**src/design/ivau_pkg.sv**
```systemverilog
// ----------------------------------------------------------------------------
// ivau_pkg
// Shared opcodes and sizing constants of the four-lane integer vector ALU.
// ----------------------------------------------------------------------------
package ivau_pkg;

   localparam int LANE_WIDTH_DEFAULT = 32;
   localparam int OPCODE_WIDTH       = 4;

   typedef enum logic [OPCODE_WIDTH-1:0] {
      OP_VADD   = 4'd0,
      OP_SADD   = 4'd1,
      OP_VSUB   = 4'd2,
      OP_SSUB   = 4'd3,
      OP_SCALE  = 4'd4,
      OP_DOT    = 4'd5,
      OP_CROSS  = 4'd6,
      OP_SDIV   = 4'd7,
      OP_NORMSQ = 4'd8,
      OP_EQUAL  = 4'd9
   } op_type;

endpackage

```
**src/design/ivau_merge.sv**
```systemverilog
// ----------------------------------------------------------------------------
// ivau_merge
// Combines the four lane results by opcode into the registered response.
// ----------------------------------------------------------------------------
module ivau_merge #(
   parameter int LANE_WIDTH = ivau_pkg::LANE_WIDTH_DEFAULT
) (
   input  logic                         clock,
   input  logic                         advance,
   input  ivau_pkg::op_type             op,
   input  logic                         szero,
   input  logic        [LANE_WIDTH-1:0] addsub [4],
   input  logic        [LANE_WIDTH-1:0] m1     [4],
   input  logic        [LANE_WIDTH-1:0] m2     [4],
   input  logic        [LANE_WIDTH-1:0] quot   [4],
   input  logic                         eq     [4],
   output logic signed [LANE_WIDTH-1:0] r      [4],
   output logic signed [LANE_WIDTH-1:0] scalar_out,
   output logic                         is_equal,
   output logic                         div_zero
);
   import ivau_pkg::*;

   localparam int W = LANE_WIDTH;

   logic [W-1:0] r_ff [4];
   logic [W-1:0] r_in [4];
   logic [W-1:0] sc_ff;
   logic [W-1:0] sc_in;
   logic         eq_ff;
   logic         dz_ff;

   always_comb begin
      for (int i = 0; i < 4; i++) begin
         case (op) inside
            OP_VADD, OP_SADD, OP_VSUB, OP_SSUB: r_in[i] = addsub[i];
            OP_SCALE: r_in[i] = m1[i];
            OP_CROSS: r_in[i] = (i == 3) ? '0 : m1[i] - m2[i];
            OP_SDIV:  r_in[i] = szero ? '0 : quot[i];
            default:  r_in[i] = '0;
         endcase
      end
      sc_in = (op inside {OP_DOT, OP_NORMSQ}) ? m1[0] + m1[1] + m1[2] + m1[3] : '0;
   end

   always_ff @(posedge clock) begin
      if (advance) begin
         r_ff  <= r_in;
         sc_ff <= sc_in;
         eq_ff <= (op == OP_EQUAL) && eq[0] && eq[1] && eq[2] && eq[3];
         dz_ff <= (op == OP_SDIV) && szero;
      end
   end

   always_comb begin
      for (int i = 0; i < 4; i++) r[i] = r_ff[i];
   end
   assign scalar_out = sc_ff;
   assign is_equal   = eq_ff;
   assign div_zero   = dz_ff;

endmodule

```
**config.mk**
```make
export PLATFORM = sky130hd
export DESIGN_NAME = ivau_merge
export DESIGN_NICKNAME = d
export VERILOG_FILES = /design/src/design/ivau_pkg.sv /design/src/design/ivau_merge.sv
export SDC_FILE = /design/constraint.sdc
export NUM_CORES = 1
export LEC_CHECK = 0
export BUFFER_PORTS_ARGS = -buffer_cell sky130_fd_sc_hd__buf_2
export CORE_AREA = 2 2 268 270
export DETAILED_ROUTE_END_ITERATION = 10
export DIE_AREA = 0 0 270 272
export GPL_TIMING_DRIVEN = 0
export PLACE_DENSITY = 0.46
export SLEW_MARGIN = 20
export SYNTH_ARGS = -nofsm -noshare
export SYNTH_HDL_FRONTEND = slang
export SYNTH_SLANG_ARGS = --single-unit
export TNS_END_PERCENT = 10
```
**constraint.sdc**
```tcl
create_clock -name clock -period 4.89 [get_ports clock]
set_input_delay 1.2225 -clock clock [delete_from_list [all_inputs] [get_ports clock]]
set_output_delay 1.2225 -clock clock [all_outputs]
set_load 0.005 [all_outputs]
```
After elaboration in Yosys (flattened, before gate mapping):

Cells that the tools add are included.

* equality and inequality tests: 9
* reduce and logical (&&, ||, !) cells: 8
* add/subtract/negate cells: 6
* muxes and demuxes: 20

Operators by type and width (number)
* $mux 32: 20
* $add 32x32->32: 3
* $sub 32x32->32: 3
* $eq 4x3->1 const B: 4
* $eq 4x2->1 const B: 2
* $eq 4x4->1 const B: 2
* $logic_and 1x1->1: 5
* $eq 4x1->1 const B: 1
* $logic_not 4->1: 1
* $reduce_or 4->1: 1
* $reduce_bool 2->1: 1

* bits of input ports: 523
* register bits after elaboration: 162
* output and inout port bits: 162
* logic and storage cells: 50

Logic depth before layout (Yosys ltp):

Gate-level depths: netlist of the first run.

* word-level depth: 5
* mapped depth: 15
* mapped depth without buffers: 15

Worst setup path before layout of the first run:

No wires, ideal clock.

* path type: input port to flip-flop
* start point: in m1[1] in the netlist's numbering
* end point: reg sc_ff[31] (netlist: scalar_out[31]), data pin
* stages on the path: 14
* required time: 4.627 ns
* buffers on the path: 0
* arrival: 4.590 ns
* library setup time: 0.263 ns
* path slack: 0.037 ns
* path through: fa_1 -> fa_1 -> ha_1 -> fa_1 -> a21oi_1 -> o21ai_0 -> a21boi_1 -> a21o_1 -> o21a_1 -> a21oi_1 -> a311oi_2 -> o31a_1 -> xnor2_1 -> nor2_1

* cells in the longest elaborated chain, start to end: 1

Ends and longest elaborated chain
* start, declared: RTL line ivau_merge.sv:13 `input logic [LANE_WIDTH-1:0] m1 [4],`
* $add 32x32->32: RTL line ivau_merge.sv:43 `sc_in = (op inside {OP_DOT, OP_NORMSQ}) ? m1[0] + m1[1] + m1[2] + m1[3] : '0;`
* end signal, assigned: RTL line ivau_merge.sv:49 `sc_ff <= sc_in;`
* end, declared: RTL line ivau_merge.sv:28 `logic [W-1:0] sc_ff;`

No other way between the ends.
A chain may end at the register's enable or synchronous reset.

Final worst setup path of the first run:

* start point: in m1[39] in the netlist's numbering
* end point: reg sc_ff[31] (netlist: scalar_out[31]), data pin

* cells in the longest elaborated chain, start to end: 2

Ends and longest elaborated chain (RTL line)
* $add 32x32->32 (2 in series): ivau_merge.sv:43

No other way between the ends.

==> impl_metrics.toml, run 1 <==
[status]
status = "finished clean"

[power_and_ir_drop]
p_per_area_nw_per_um2 = 279
p_leak_nw = 10.1
p_clk_share_pct = 26.0
pwr-share-comb_pct = 44.3
switching_share_pct = 38.7
peakVddDrop_uv = 227
cell_internal_pwr_mw = 3.55
seqPwrFrac_pct = 29.7
switching_power_mw = 2.24

[worst_hold_path]
hold_start = "advance"
hold_path_class = "primary input to register"
hold_depth = 1
hold-path-endpoint = "r[109]"

[synthesis]
synth_warnings = 0
ys_ff_latch = 162
avgSynthCellArea_um2 = 9.13
synth-async-reset-ratio_pct = 0
syn-num-nets = 2414
yosys_most_used_dff = "edfxtp_1"
synth_edf_count = 162
synth_cell_type_count = 65
syn_area_um2 = 15500
synth_top_area_share_pct = 31.3
synthTopCellsByArea = "edfxtp_1, ha_1, fa_1, inv_1, a222oi_1"
syn_inst = 1702
synth_top_cell_by_area = "edfxtp_1"
seq_area_frac_synth_pct = 31.3

[route]
drt_iter0_markers = 1805
drt-met1-wl_um = 38100
post-route-drc-count = 0
wl_per_cell_um = 26.9
drt-total-wl_um = 90100
num_vias = 16700
ant_nets = 0
routed.top_layer = "met5"
dr.pass1.iters = 9
vias_per_cell = 4.97
met3RoutedLength_um = 5780
route.met2.wl_um = 44000

[sta]
rsz0062_at_grt = "false"
worst_pin_slew_ps = 1200
slew_violations = 0
holdWs_ps = 987
fmax_ghz = 0.214
finalSetupViolCount = 0
max_slew_margin_pct = 20.2
hold_violations = 0
period_minus_slack_ps = 4670
finalCritPeriodShare_pct = 95.5
final.setup.tns_ps = 0

[setup_path]
arrival_ps = 4880
endpoint_kind = "register"
cp.required_ps = 5100
path_class = "primary input to register"
start_kind = "primary input"
critPathMaxFanout = 6

[placement]
hpwl_um = 76400
place_congestion = 0.958
io_buffers = 652
postPlaceCellArea_um2 = 20100
dp_cells = 3307

[job]
max-cap-violations = 0

[grt]
antenna_found_initial = 13
grt_pass1_vias = 16500
grt_usage_pct = 23.7
grt_pass1_wl_um = 122000
grt_max_degree = 86
grt_overflow = 0

[clock_tree]
max-clock-path-buffers = 2
numCtsBuffers = 17
cts_tree = "built"
clkSinkCount = 162
clk_pin_slew_ps = 80
htree_levels = 4
cts-root-buf = "clkbuf_16"

[finish]
area_delta_synth_final_pct = 33.8
nFillCells = 7752
layout.cells.non_filler = 3349
final_common_cell = "buf_2"
multi_input_area_um2 = 9250
layout-drive-gt1-share_pct = 30.4
final_area_um2 = 20800
finalNetCount = 3090
final_cell_mix = "buf_2, inv_1, edfxtp_1"
ff_latch_area_um2 = 4860
fin_util_pct = 29.4

[die]
die_area_um2 = 73400
initial_core_util_pct = 22.0
die_x_um = 270
ios = 685
row_count = 98
die_y_um = 272
design.core.area_um2 = 70800
-- power groups by stage --
| stage | registers [mW] | logic (mW) | clock network, mW |
|---|---|---|---|
| after floorplan | 1.77 | 1.46 | 0 |
| after global placement | 1.76 | 2.47 | 0 |
| after detailed placement | 1.75 | 2.49 | 0 |
| after CTS | 1.72 | 2.52 | 1.55 |
| after global routing | 1.73 | 2.82 | 1.59 |
| final | 1.72 | 2.57 | 1.51 |
-- cells in the mapped netlist, drive strengths merged, types with 10 or more instances --
cell type	count
fa	65
and3	13
edfxtp	162
nand2b	19
ha	124
a31oi	13
nor2	93
a21oi	104
a211oi	14
nand4	12
a222oi	119
nor3	20
o21a	14
nor2b	15
xor2	48
inv	325
nand2	76
clkbuf	63
o211ai	13
nand3	23
a21o	61
xnor2	54
o31ai	10
o21ai	123
o21bai	15
-- how the worst max path moves through the flow --
| stage | start | to | slack (ps) | depth (start not counted) |
|---|---|---|---|---|
| after detailed placement | m1[1] | scalar_out[31] | -750 | 15 |
| final | m1[39] | scalar_out[31] | 220 | 17 |
| after CTS | m1[1] | scalar_out[31] | 30 | 16 |
| after global placement | m1[1] | scalar_out[29] | -740 | 15 |
| after global routing | m1[39] | scalar_out[31] | 30 | 17 |
| after floorplan | m1[1] | scalar_out[31] | 40 | 14 |
-- layout make-up --
cell class / count / area share, %
buffer: 68 / 1.32
multi-input combinational: 1147 / 44.5
timing repair buffer: 657 / 16.2
tap: 950 / 5.72
sequential: 162 / 23.4
antenna: 8 / 0.0964
clock buffer: 20 / 2.10
clock inverter: 12 / 0.759
inverter: 325 / 5.87
-- per-stage QoR --
stage               total power [mW]  setup slack, ps
finish                          5.79              219
global route                    6.14             27.7
CTS                             5.80             32.5
detailed placement              4.24             -745
global placement                4.23             -742
floorplan                       3.23             37.1
-- what timing repair did --
item	CTS	global route
setup endpoints to repair	5	11
gates resized for setup	2	11
hold buffers	0	0
buffers inserted	1	1
pin swaps	1	3
-- layer usage --
metal / up-vias / global-route usage, %
li1: 7574 / -
met1: 8227 / 30.1
met2: 760 / 40.7
met3: 81 / 4.21
met4: 12 / 7.16
met5: - / 0
-- worst max-delay path, stage by stage --
cell and delay, ps:
buf_2 210, inv_1 100, fa_1 480, fa_1 490, inv_1 40, ha_1 360
a21o_1 150, a21oi_1 70, a21boi_1 150, a21o_1 220, o21a_4 230, a21oi_4 200
a311oi_4 120, buf_6 160, o31a_1 300, xnor2_1 270, nor2_2 90
-- sequential cells by signal, summed over array words and instances, names as in the netlist --
name / cells
scalar_out: 32
is_equal: 1
div_zero: 1
r: 128
-- kinds of logic after synthesis --
group	Yosys count	share of synthesized area [%]
compound gates	546	25.2
buf+inv	393	9.54
simple gates	301	9.21
fa+ha+maj	189	18.4
flops	162	31.3
xor+xnor	102	5.75
mux	9	0.588
(Power assumes the default switching activity.)
==> run 2, diff against run 1 <==
--- a/config.mk
+++ b/config.mk
@@ -10,7 +10,8 @@
 export DETAILED_ROUTE_END_ITERATION = 10
 export DIE_AREA = 0 0 270 272
 export GPL_TIMING_DRIVEN = 0
-export PLACE_DENSITY = 0.46
+export MAX_ROUTING_LAYER = met4
+export PLACE_DENSITY = 0.44
 export SLEW_MARGIN = 20
 export SYNTH_ARGS = -nofsm -noshare
 export SYNTH_HDL_FRONTEND = slang
==> constraint.sdc (replaced) <==
create_clock -name clock -period 4.6 [get_ports clock]
set_input_delay 1.15 -clock clock [delete_from_list [all_inputs] [get_ports clock]]
set_output_delay 1.15 -clock clock [all_outputs]
set_load 0.005 [all_outputs]
==> run 2 against run 1 <==
Compared with the run above: count of clock-buffer cells in the layout down 2; largest cell class unchanged; design area up 0.53%; clock power is 3% higher; die area unchanged; critical path depth is 2 lower; non-clock buffer count grew 3.
==> impl_metrics.toml, run 2 (same netlist as run 1, synthesis figures left out) <==
[power_and_ir_drop]
p_leak_nw = 10.2
p_per_area_nw_per_um2 = 298
power.total_mw = 6.23
peakVddDrop_uv = 229

[status]
status = "finished clean"

[grt]
grt_max_degree = 87
grt_pass1_wl_um = 121000
grt_usage_pct = 24.1
grt_pass1_vias = 16700
grt_overflow = 0
antenna_found_initial = 16

[placement]
dp_cells = 3305
pre_cts_ws_ps = -892
place_congestion = 0.940
io_buffers = 652
postPlaceCellArea_um2 = 20000
hpwl_um = 75100

[die]
row_count = 98
die_y_um = 272
die_area_um2 = 73400
initial_core_util_pct = 22.0
ios = 685
design.core.area_um2 = 70800
die_x_um = 270

[finish]
ff_latch_area_um2 = 4860
final_cell_mix = "buf_2, inv_1, edfxtp_1"
largest_reg_flops = 128
final_area_um2 = 20900
final_common_cell = "buf_2"
layout.cells.non_filler = 3356
area_delta_synth_final_pct = 34.5
multi_input_area_um2 = 9350
finalNetCount = 3093
layout-drive-gt1-share_pct = 30.7
nFillCells = 7712

[setup_path]
endpoint = "scalar_out[27]"
cp.required_ps = 4820
critPathMaxFanout = 5
arrival_ps = 4760
crit_slowest_cell = "fa_1"
cp_slowest_stage_delay_ps = 570
path_class = "primary input to register"
endpoint_kind = "register"
startpoint = "m1[65]"
start_kind = "primary input"
crit_chain = "buf_12 -> fa_1 -> fa_1 -> ha_4 -> fa_2 -> a21oi_4 -> o21ai_4 -> a21boi_4 -> a21o_1 -> o21a_2 -> a21oi_4 -> a311oi_4 -> o21bai_1 -> xnor2_1 -> nor2_1"

[route]
vias_per_cell = 4.93
num_vias = 16500
ant_nets = 0
drt-total-wl_um = 88500
post-route-drc-count = 0
wl_per_cell_um = 26.4
drt_iter0_markers = 1626
dr.pass1.iters = 9

[sta]
slew_violations = 0
period_minus_slack_ps = 4540
hold_violations = 0
max_slew_margin_pct = 21.6
finalSetupViolCount = 0
setup_ws_ps = 60.8
holdWs_ps = 917
worst_pin_slew_ps = 1180
rsz0062_at_grt = "true"
finalCritPeriodShare_pct = 98.7
fmax_ghz = 0.220

[clock_tree]
cts-root-buf = "clkbuf_16"
max-clock-path-buffers = 2
cts_tree = "built"
htree_levels = 4
numCtsBuffers = 17
clk_pin_slew_ps = 80
clkSinkCount = 162

[job]
max-cap-violations = 0

[worst_hold_path]
hold_path_class = "primary input to register"
-- run 2: cell count changes in the layout (fill, tap and decap cells not counted), moves of 3 or more --
cell,delta
clkbuf_2,-4
buf_4,+7
diode_2,+4
buf_2,-4
inv_6,+3
-- run 2: repair_timing --
item | in CTS | in global routing
buffers inserted | 1 | 6
pin swaps | 2 | 14
endpoints found under the setup margin | 10 | 10
resized for setup | 8 | 28
hold buffers | 0 | 0
-- run 2: power breakdown --
group | switching (mW) | internal [mW]
Combinational | 1.65 | 1.19
Clock | 0.752 | 0.807
Sequential | 0.0374 | 1.79
Total | 2.44 | 3.78
-- run 2: worst min-delay path by stage --
| stage | start | to | slack [ps] | cells after the start |
|---|---|---|---|---|
| detailed placement | quot[34] | r[34] | 1420 | 3 |
| global route | quot[34] | r[34] | 920 | 3 |
| floorplan | advance | div_zero | 1260 | 0 |
| global placement | quot[34] | r[34] | 1420 | 3 |
| CTS | quot[34] | r[34] | 880 | 3 |
| finish | quot[34] | r[34] | 920 | 3 |
-- run 2: cell type report --
type | count | share of cell area [%]
Tap cell | 950 | 5.69
Sequential cell | 162 | 23.3
Buffer | 68 | 1.29
Multi-Input combinational cell | 1147 | 44.8
Antenna cell | 12 | 0.144
Timing Repair Buffer | 660 | 16.2
Clock inverter | 14 | 0.731
Clock buffer | 18 | 2.05
Inverter | 325 | 5.84
-- run 2: through the flow --
step	TNS, ps	utilization (%)
6_report	0	29.5
5_1_grt	-201	29.5
4_1_cts	-87.8	29.2
3_5_place_dp	-15920	28.3
3_3_place_gp	-52260	28.3
2_1_floorplan	0	-
-- run 2: worst max-delay path, delay by kind of cell --
family / cells / cell delay [ps]
adders and majority gates: 4 / 1620
AOI/OAI and AO/OA: 8 / 1530
xor gates and xnor gates: 1 / 260
buffers and inverters: 1 / 110
and+or+nand+nor: 1 / 100
-- run 2: per-layer routing --
metal / vias up / global-route usage [%] / routed length (um)
met5: - / - / 0
met4: 0 / 6.81 / 1960
met3: 82 / 4.67 / 5840
met2: 738 / 39.8 / 43200
met1: 8126 / 29.9 / 37500
li1: 7595 / - / -
